File: config.mk
export PLATFORM = sky130hd
export DESIGN_NAME = rfa_init_walk
export DESIGN_NICKNAME = d
export VERILOG_FILES = /design/src/hw/rtl/rfa_pkg.sv /design/src/hw/rtl/rfa_init_walk.sv
export SDC_FILE = /design/constraint.sdc
export NUM_CORES = 1
export LEC_CHECK = 0
export ABC_AREA = 1
export BUFFER_PORTS_ARGS = -buffer_cell sky130_fd_sc_hd__buf_2
export CORE_UTILIZATION = 49
export CTS_CLUSTER_DIAMETER = 30
export DETAILED_ROUTE_END_ITERATION = 8
export HOLD_SLACK_MARGIN = 0.06
export PLACE_DENSITY = 0.73
export SYNTH_ARGS = -nofsm -noshare
export SYNTH_HDL_FRONTEND = slang
export SYNTH_SLANG_ARGS = --single-unit
File: constraint.sdc
create_clock -name clock -period 3.75 [get_ports clock]
set_input_delay 0.75 -clock clock [delete_from_list [all_inputs] [get_ports clock]]
set_output_delay 0.75 -clock clock [all_outputs]
set_load 0.01 [all_outputs]
File: src/hw/rtl/rfa_pkg.sv
`default_nettype none
package rfa_pkg;

   localparam int CFG_W     = 13;
   localparam int PAGE_W    = 12;
   localparam int CMD_W     = 3;
   localparam int STATUS_W  = 3;
   localparam int CSR_IDX_W = 2;

   localparam logic [CMD_W-1:0] CMD_INIT   = 3'd0;
   localparam logic [CMD_W-1:0] CMD_ALLOC  = 3'd1;
   localparam logic [CMD_W-1:0] CMD_FREE   = 3'd2;
   localparam logic [CMD_W-1:0] CMD_DECREF = 3'd3;
   localparam logic [CMD_W-1:0] CMD_QUERY  = 3'd4;

   localparam logic [STATUS_W-1:0] STS_OK        = 3'd0;
   localparam logic [STATUS_W-1:0] STS_NO_MEMORY = 3'd1;
   localparam logic [STATUS_W-1:0] STS_REFERENCED = 3'd2;
   localparam logic [STATUS_W-1:0] STS_ALREADY   = 3'd3;
   localparam logic [STATUS_W-1:0] STS_RANGE     = 3'd4;
   localparam logic [STATUS_W-1:0] STS_UNDERFLOW = 3'd5;

   localparam logic [CSR_IDX_W-1:0] CSR_TOTAL_PAGES = 2'd0;
   localparam logic [CSR_IDX_W-1:0] CSR_BASE_PAGES  = 2'd1;
   localparam logic [CSR_IDX_W-1:0] CSR_FIRST_FREE  = 2'd2;

   localparam logic [CFG_W-1:0] TOTAL_PAGES_RST = 13'd4096;
   localparam logic [CFG_W-1:0] BASE_PAGES_RST  = 13'd160;
   localparam logic [CFG_W-1:0] FIRST_FREE_RST  = 13'd1024;

   typedef struct packed {
      logic       listed;
      logic       last;
   } walk_flags_type;

endpackage
`default_nettype wire

File: src/hw/rtl/rfa_init_walk.sv
`default_nettype none
module rfa_init_walk #(
   parameter int MAX_PAGES = 4096,
   localparam int AW = (MAX_PAGES > 1) ? $clog2(MAX_PAGES) : 1,
   localparam int NW = $clog2(MAX_PAGES + 1),
   localparam int CW = (NW > rfa_pkg::CFG_W) ? NW : rfa_pkg::CFG_W
) (
   input  wire logic                  clock,
   input  wire logic                  start,
   input  wire logic                  advance,
   input  wire logic [CW-1:0]         lim_b,
   input  wire logic [CW-1:0]         lim_f,
   input  wire logic [CW-1:0]         lim_t,
   output logic      [AW-1:0]         walk_page,
   output logic      [NW-1:0]         walk_next,
   output rfa_pkg::walk_flags_type    walk_flags
);
   import rfa_pkg::*;

   localparam logic [NW-1:0] NIL = NW'(MAX_PAGES);

   logic [AW-1:0] walk_ff, walk_in;
   logic [CW-1:0] i_ext, i_succ;
   logic          in_low, in_high;

   assign i_ext   = CW'(walk_ff);
   assign i_succ  = i_ext + CW'(1);
   assign in_low  = (i_ext >= CW'(1)) && (i_ext < lim_b);
   assign in_high = (i_ext >= lim_f) && (i_ext < lim_t);

   always_comb begin
      walk_next = NIL;
      if (in_low) begin
         if (i_succ < lim_b) begin
            walk_next = NW'(i_succ);
         end else if (lim_f < lim_t) begin
            walk_next = NW'(lim_f);
         end
      end else if (in_high) begin
         if (i_succ < lim_t) begin
            walk_next = NW'(i_succ);
         end
      end
   end

   assign walk_flags.listed = in_low || in_high;
   assign walk_flags.last   = (walk_ff == AW'(MAX_PAGES - 1));
   assign walk_page         = walk_ff;

   always_comb begin
      walk_in = walk_ff;
      if (start) begin
         walk_in = '0;
      end else if (advance && !walk_flags.last) begin
         walk_in = walk_ff + AW'(1);
      end
   end

   always_ff @(posedge clock) begin
      walk_ff <= walk_in;
   end

endmodule
`default_nettype wire

==> summary.txt, run 1 <==
Run status
  • Status: finished clean

Critical path
  • Worst-path fanout max: 7
  • Crit path DAT: 2.85 ns
  • CP cell instances: buf_4, nand2_1, nor2_2, nand4_1, nand2_2, inv_1, ha_1, nand2_4, nor2_4, nand2_1, nor2_1, nand2_2, nand2_4, clkinvlp_4, nand2_1, nand2_1, nand2_1, nand2_1, buf_2
  • Required @ worst endpoint: 3.00 ns
  • CP max-delay cell: dfxtp_4
  • Biggest cell delay along the critical path: 0.39 ns
  • Crit path kind: flip-flop to output pin
  • Most used cell, CP: nand2_1
  • Kind of end point of the critical path: output pin
  • CP Launch Type: flip-flop
  • CP top delay family: simple AND/OR/NAND/NOR gates
  • CP bufs+invs: 4

Clock tree
  • CTS root buf: clkbuf_8
  • Clk_lat worst skew: 0.25 ns
  • CTS Buf Count: 3
  • CTS max path bufs: 2
  • Clk sink count: 12
  • Clock slew at reported path FFs: 0.06 ns
  • CTS Hold Bufs: 0
  • Htree depth: 1
  • CTS tree: built

Drt
  • Post-Route WL: 9780 um
  • TritonRoute pass-1 iters: 5
  • 1st-iter DRT viols: 198
  • DR vias: 3751
  • Post-DR wirelength/cell: 13.4 um
  • Post-route ant nets: 0
  • Vias per cell: 5.15
  • Residual DRC: 0

Global routing
  • Global Route Usage Sum: 0.275
  • Vias in the first global route: 3283
  • Pin count of the biggest net entering global routing: 15
  • Grt ovf: 0
  • First-pass GRT wire length: 15500 um
  • Antenna violations before repair: 0

Timing
  • Fin. max-slew vios: 0
  • Worst-margin pin slew: 0.726 ns
  • Setup TNS: 0 ns
  • RSZ-0062 raised after global routing: true
  • Period minus WS final: 3.60 ns
  • Final period utilization: 0.960
  • Rel. slew slack: 0.514
  • Fmax: 0.278 GHz
  • Final hold vios: 0
  • Clock skew: 0.00901 ns
  • Final setup fails: 0

Synth
  • Synthesized area per cell: 5.82 sq um
  • Syn Nets: 669
  • Main synth FF type: dfxtp_1
  • Number of synthesized flops with an enable pin: 0
  • Post-synthesis cell area: 3220 sq um
  • Post-synth ARST share: 0
  • Yosys reg bits: 12
  • Syn. warnings: 0
  • Register area share after synthesis: 0.0745
  • Library cells used by synthesis: 31
  • Mapped Cells: 554

Floorplanning
  • Starting density of the core: 0.508
  • Die W: 83.1 um
  • Die Area: 6910 sq um
  • Rows: 29
  • I/O Pins: 69
  • Core Box Area: 6350 sq um
  • Die height: 83.1 um

Power and ir drop
  • Pwr/cell area: 185 nW/um^2
  • Worst IR drop on VDD: 117 uV
  • LEAKAGE: 2.56 nW

Cells and area
  • Share of layout cells above drive strength 1: 0.230
  • Max reg flops: 12
  • Final Instance Area: 4070 sq um
  • Layout net count: 768
  • P&R area growth vs syn: 26.4%
  • # diodes: 0

Placed design
  • Area post-placement: 3710 sq um
  • GP Congestion: 0.931
  • # port buffers: 68
  • Hpwl dp: 7750 um

Flow run
  • Max Cap Violations: 0

Worst hold path
  • Worst hold-check path type: flip-flop to flip-flop
cell usage after synthesis, types with 2 or more instances:
cell	number	share of area
and2_1	2	0.0039
xor2_1	5	0.014
o21ai_0	13	0.020
nor3_1	5	0.0078
buf_2	2	0.0031
nand3_1	39	0.061
nor2_4	2	0.0070
a21oi_1	36	0.056
nand2_1	183	0.21
nand4_1	7	0.014
inv_2	3	0.0035
inv_1	98	0.11
dfxtp_1	12	0.075
nor2_1	48	0.056
o21ai_1	4	0.0062
ha_1	73	0.28
nand2_2	4	0.0078
buf_6	5	0.017
cells by family (layout without fill, tap and decap cells):
group,count (synthesis),count (layout),synth area share
AOI/OAI and AO/OA,55,55,0.0873
xor gates and xnor gates,5,5,0.0136
and+or+nand+nor,298,298,0.395
adders and majority gates,73,73,0.283
buffers and inverters,111,209,0.146
DFF,12,12,0.0745
worst reg2reg max path, delay by kind of cell, from the launching register on:
family          cells  cell delay (ns)
simple gates        4             0.46
buf+inv             3             0.41
flops               1             0.36
compound gates      2             0.21
fa+ha+maj           1             0.15
report_power, final:
part	total (W)	internal (W)	switching [W]
Sequential	0.000146	0.000136	0.0000103
Combinational	0.000457	0.000180	0.000276
Clock	0.000150	0.0000932	0.0000564
Total	0.000752	0.000409	0.000343
cells in the final DEF (no fill, tap or decap), drive strengths merged, types with 8 or more instances in the layout:
cell type,synthesis,routed
a21oi,36,36
buf,8,101
dfxtp,12,12
ha,73,73
inv,101,101
nand2,188,188
nand3,41,41
nand4,8,8
nor2,50,50
o21ai,18,18
worst paths after layout:
check / start / end / slack [ns] / depth (start not counted)
setup / recovery: walk_page[2] / walk_next[11] / 0.15 / 19
hold / removal: walk_page[9] / walk_page[9] / 0.57 / 2
setup reg to reg: walk_page[0] / walk_page[7] / 2.03 / 10
hold reg to reg: walk_page[9] / walk_page[9] / 0.57 / 2
timing repair:
item                       in CTS  in global routing
setup endpoints to repair      13                 13
pin swaps                       0                 21
setup buffers                   0                 15
gates resized for setup         4                 41
hold endpoints to repair        0                  0
gates cloned                    0                  2
layer usage:
layer / vias to the layer above / GRT usage / part of all wire
met5: - / 0 / 0
met4: 0 / 0.0549 / 0.018
met3: 15 / 0.0159 / 0.054
met2: 137 / 0.472 / 0.46
met1: 1648 / 0.379 / 0.47
li1: 1951 / - / -
area by class of cell:
type,count,area [sq um]
repair buffers,102,628
clock buffers,4,55.1
fillers,611,2280
repair inverters,1,7.51
flip-flops and latches,12,260
well taps,77,96.3
multi-input cells,431,2640
inverters,102,387
per-stage QoR:
step	util	power [W]	hold slack [ns]	std cells	setup slack [ns]
2_1_floorplan	-	0.000425	0.559	554	0.436
3_3_place_gp	0.584	0.000551	0.586	708	0.169
3_5_place_dp	0.584	0.000560	0.577	708	0.188
4_1_cts	0.595	0.000713	0.585	712	0.00556
5_1_grt	0.641	0.000819	0.597	729	-0.0538
6_report	0.641	0.000752	0.566	729	0.149
Power figures use the tool's default switching activity.
==> inputs of run 2 (changes only) <==
ABC_AREA = default   (was 1)
PLACE_DENSITY = 0.74   (was 0.73)
==> run 2 against run 1 <==
Against the previous run:
- the run now ends with negative setup slack left
- via count is 15% lower
- largest power group unchanged
- clock-buffer cell count decreased by 1
- critical endpoint is now walk_next[6]
- maximum frequency is 6.4% lower
- critical path type unchanged
- register-to-register slack got worse by 0.36 ns
- final area down 5.6%
- critical path depth fell by 4
==> summary.txt, run 2 <==
Clock tree
  • Clk sink count: 12 (unchanged)
  • CTS max path bufs: 2 (unchanged)
  • CTS Buf Count: 3 (unchanged)
  • Htree depth: 1 (unchanged)
  • Clock slew at reported path FFs: 0.05 ns (about the same)
  • CTS tree: built
  • Clk_lat worst skew: 0.24 ns (about the same)
  • CTS root buf: clkbuf_8

Power and ir drop
  • Worst IR drop on VDD: 156 uV (+33%)
  • Pwr/cell area: 136 nW/um^2 (-26%)
  • Clock network power share: 0.218 (+0.019)
  • Net switching power: 0.000208 W (-39%)
  • Sequential share of power: 0.261 (+0.067)
  • Sw Ratio: 0.398 (-0.0583)
  • LEAKAGE: 2.11 nW (-18%)
  • Logic pwr share: 0.521 (-0.086)
  • Cell-internal power: 0.000316 W (-23%)

Placed design
  • GP Congestion: 0.870 (-6.6%)
  • Hpwl dp: 6580 um (-15%)
  • # port buffers: 68 (unchanged)
  • Area post-placement: 3370 sq um (-9.2%)

Timing
  • Rel. slew slack: 0.460 (-0.0541)
  • Final setup fails: 13 (+13)
  • Fmax: 0.260 GHz (-6.4%)
  • Final hold vios: 0 (unchanged)
  • Hold Worst Slack: 0.612 ns (+0.0466 ns)
  • Fin. max-slew vios: 0 (unchanged)
  • Final period utilization: 1.03 (+0.0661)
  • Worst-margin pin slew: 0.789 ns (+0.0634 ns)
  • Clock skew: 0.00494 ns (-0.00407 ns)
  • RSZ-0062 raised after global routing: true
  • Period minus WS final: 3.85 ns (+0.248 ns)
  • PnR worst setup slack: -0.0985 ns (-0.248 ns)

Synth
  • Area contributors post-synth: ha_1 33%, dfxtp_1 8.6%, inv_1 7.1%
  • Synthesized area per cell: 7.71 sq um (+32%)
  • Number of synthesized flops with an enable pin: 0 (unchanged)
  • Main synth FF type: dfxtp_1
  • Library cells used by synthesis: 45 (+45%)
  • Commonest cells post-synth: 73 x ha_1, 53 x inv_1, 33 x a21oi_1
  • Yosys top cell by area: ha_1
  • Yosys reg bits: 12 (unchanged)
  • Adder-cell share of the synthesized area: 0.326 (+0.0431)
  • Simple-Gate Fraction of Synth Area: 0.227 (-0.168)
  • Yosys top cell area share: 0.326 (+0.0431)
  • Syn. warnings: 0 (unchanged)
  • Post-synth ARST share: 0 (unchanged)
  • Cell with the most instances after synthesis: ha_1
  • Mapped Cells: 363 (-34%)
  • Register area share after synthesis: 0.0859 (+0.0113)
  • Main combinational cell family by area after synthesis: adder cells
  • Syn Nets: 478 (-29%)
  • Compound-gate portion of the synthesized area: 0.206 (+0.118)
  • Post-synthesis cell area: 2800 sq um (-13%)
  • XOR/XNOR Fraction of Synth Area: 0.0622 (+0.0486)
  • Multiplexer share of the synthesized area: 0 (unchanged)

Critical path
  • R2r startpoint: walk_page[0]
  • CP cell instances: ha_4, nand3_4, nor4_4, buf_4, xor2_2, buf_4, ha_1, a21oi_2, o21ai_1, a21oi_2, o31a_1, buf_4, nand3_1, o211ai_2, buf_2
  • Crit. Startpoint: walk_page[0]
  • Biggest cell delay along the critical path: 0.36 ns (-0.03 ns)
  • CP Launch Type: flip-flop
  • Worst-path fanout max: 6 (-1)
  • Kind of end point of the critical path: output pin
  • Crit path DAT: 3.10 ns (+0.25 ns)
  • Most used cell, CP: buf_4
  • Crit path kind: flip-flop to output pin
  • CP max-delay cell: dfxtp_4
  • Required @ worst endpoint: 3.00 ns (about the same)
  • CP bufs+invs: 4 (unchanged)
  • CP top delay family: buffers and inverters

Drt
  • Residual DRC: 0 (unchanged)
  • 1st-iter DRT viols: 214 (+8.1%)
  • Vias per cell: 5.87 (+14%)
  • Post-route ant nets: 0 (unchanged)
  • DR vias: 3185 (-15%)
  • TritonRoute pass-1 iters: 5 (unchanged)
  • Post-Route WL: 9310 um (-4.8%)
  • Post-DR wirelength/cell: 17.1 um (+28%)

Floorplanning
  • I/O Pins: 69 (unchanged)
  • Die Area: 6020 sq um (-13%)
  • Rows: 27 (-6.9%)
  • Die W: 77.6 um (-6.7%)
  • Die height: 77.6 um (-6.7%)
  • Starting density of the core: 0.508 (about the same)
  • Core Box Area: 5510 sq um (-13%)

Cells and area
  • Final Instance Area: 3840 sq um (-5.6%)
  • Max reg flops: 12 (unchanged)
  • Most frequent cells in the layout: 68 x ha_1, 68 x buf_2, 52 x inv_1
  • Share of layout cells above drive strength 1: 0.369 (+0.139)
  • # diodes: 0 (unchanged)
  • P&R area growth vs syn: 37.4%
  • Layout net count: 588 (-23%)

Worst hold path
  • Worst hold-check path type: flip-flop to flip-flop
  • Hold Path Origin: walk_page[3]

Global routing
  • Pin count of the biggest net entering global routing: 21 (+6)
  • Antenna violations before repair: 0 (unchanged)
  • Grt ovf: 0 (unchanged)
  • First-pass GRT wire length: 13100 um (-15%)
  • Vias in the first global route: 2864 (-13%)
  • Global Route Usage Sum: 0.269 (-0.00594)

Flow run
  • Max Cap Violations: 0 (unchanged)

Run status
  • Status: finished with violations
  • Violated checks: negative setup slack
[run 2: cell count changes in the layout (fill, tap and decap cells not counted), moves of 10 or more]
cell | before | now
nand4_1 | 7 | 23
o211ai_2 | 0 | 10
nand3_1 | 38 | 16
nor2_1 | 45 | 17
inv_1 | 95 | 52
nand2_1 | 176 | 24
buf_4 | 30 | 40
[run 2: cell type report]
type | count | area (sq um)
Clock buffer | 3 | 41.3
Timing Repair Buffer | 115 | 737
Sequential cell | 12 | 250
Multi-Input combinational cell | 287 | 2520
Inverter | 54 | 203
Tap cell | 72 | 90.1
Fill cell | 422 | 1660
[run 2: final timing paths]
check,to,slack (ns),cells after the start
worst max register to register,walk_page[4],1.67,9
worst min-delay path,walk_page[3],0.61,2
worst min register to register,walk_page[3],0.61,2
worst max-delay path,walk_next[6],-0.1,15
[run 2: stage by stage]
| step | TNS (ns) | total power [W] | setup slack [ns] | util | cells |
|---|---|---|---|---|---|
| finish | -0.780 | 0.000524 | -0.0985 | 0.698 | 543 |
| global route | -2.45 | 0.000555 | -0.217 | 0.698 | 543 |
| detailed placement | 0 | 0.000375 | 0.0925 | 0.611 | 519 |
| CTS | -0.00276 | 0.000492 | -0.00276 | 0.629 | 523 |
| floorplan | 0 | 0.000288 | 0.132 | - | 363 |
| global placement | 0 | 0.000367 | 0.140 | 0.611 | 519 |
[run 2: kinds of logic after synthesis]
kind of cell	count (synthesis)
simple gates	113
fa+ha+maj	73
buf+inv	64
flops	12
xor+xnor	19
compound gates	82
[run 2: routing by layer]
metal / GRT usage / routed length, um
met5: 0 / 0
met2: 0.488 / 4630
met1: 0.329 / 3850
met3: 0.0306 / 574
met4: 0.0755 / 253
[run 2: worst min-delay path, delay by kind of cell, from the launching register on]
kind	cells	cell delay [ns]
flip-flops	1	0.41
XOR/XNOR	1	0.09
AND/OR/NAND/NOR	1	0.07
[run 2: power by group through the flow]
stage	Combinational (W)	Clock (W)	Sequential, W
finish	0.000273	0.000114	0.000137
global route	0.000298	0.000120	0.000137
CTS	0.000240	0.000117	0.000135
detailed placement	0.000238	0	0.000137
global placement	0.000230	0	0.000137
floorplan	0.000148	0	0.000139
[run 2: repair_timing]
action | CTS | global route
pin swaps | 2 | 19
endpoints found under the hold margin | 0 | 0
cloned | 0 | 2
hold buffers | 0 | 0
gates resized for setup | 11 | 42
buffers inserted | 1 | 18
endpoints found under the setup margin | 13 | 13
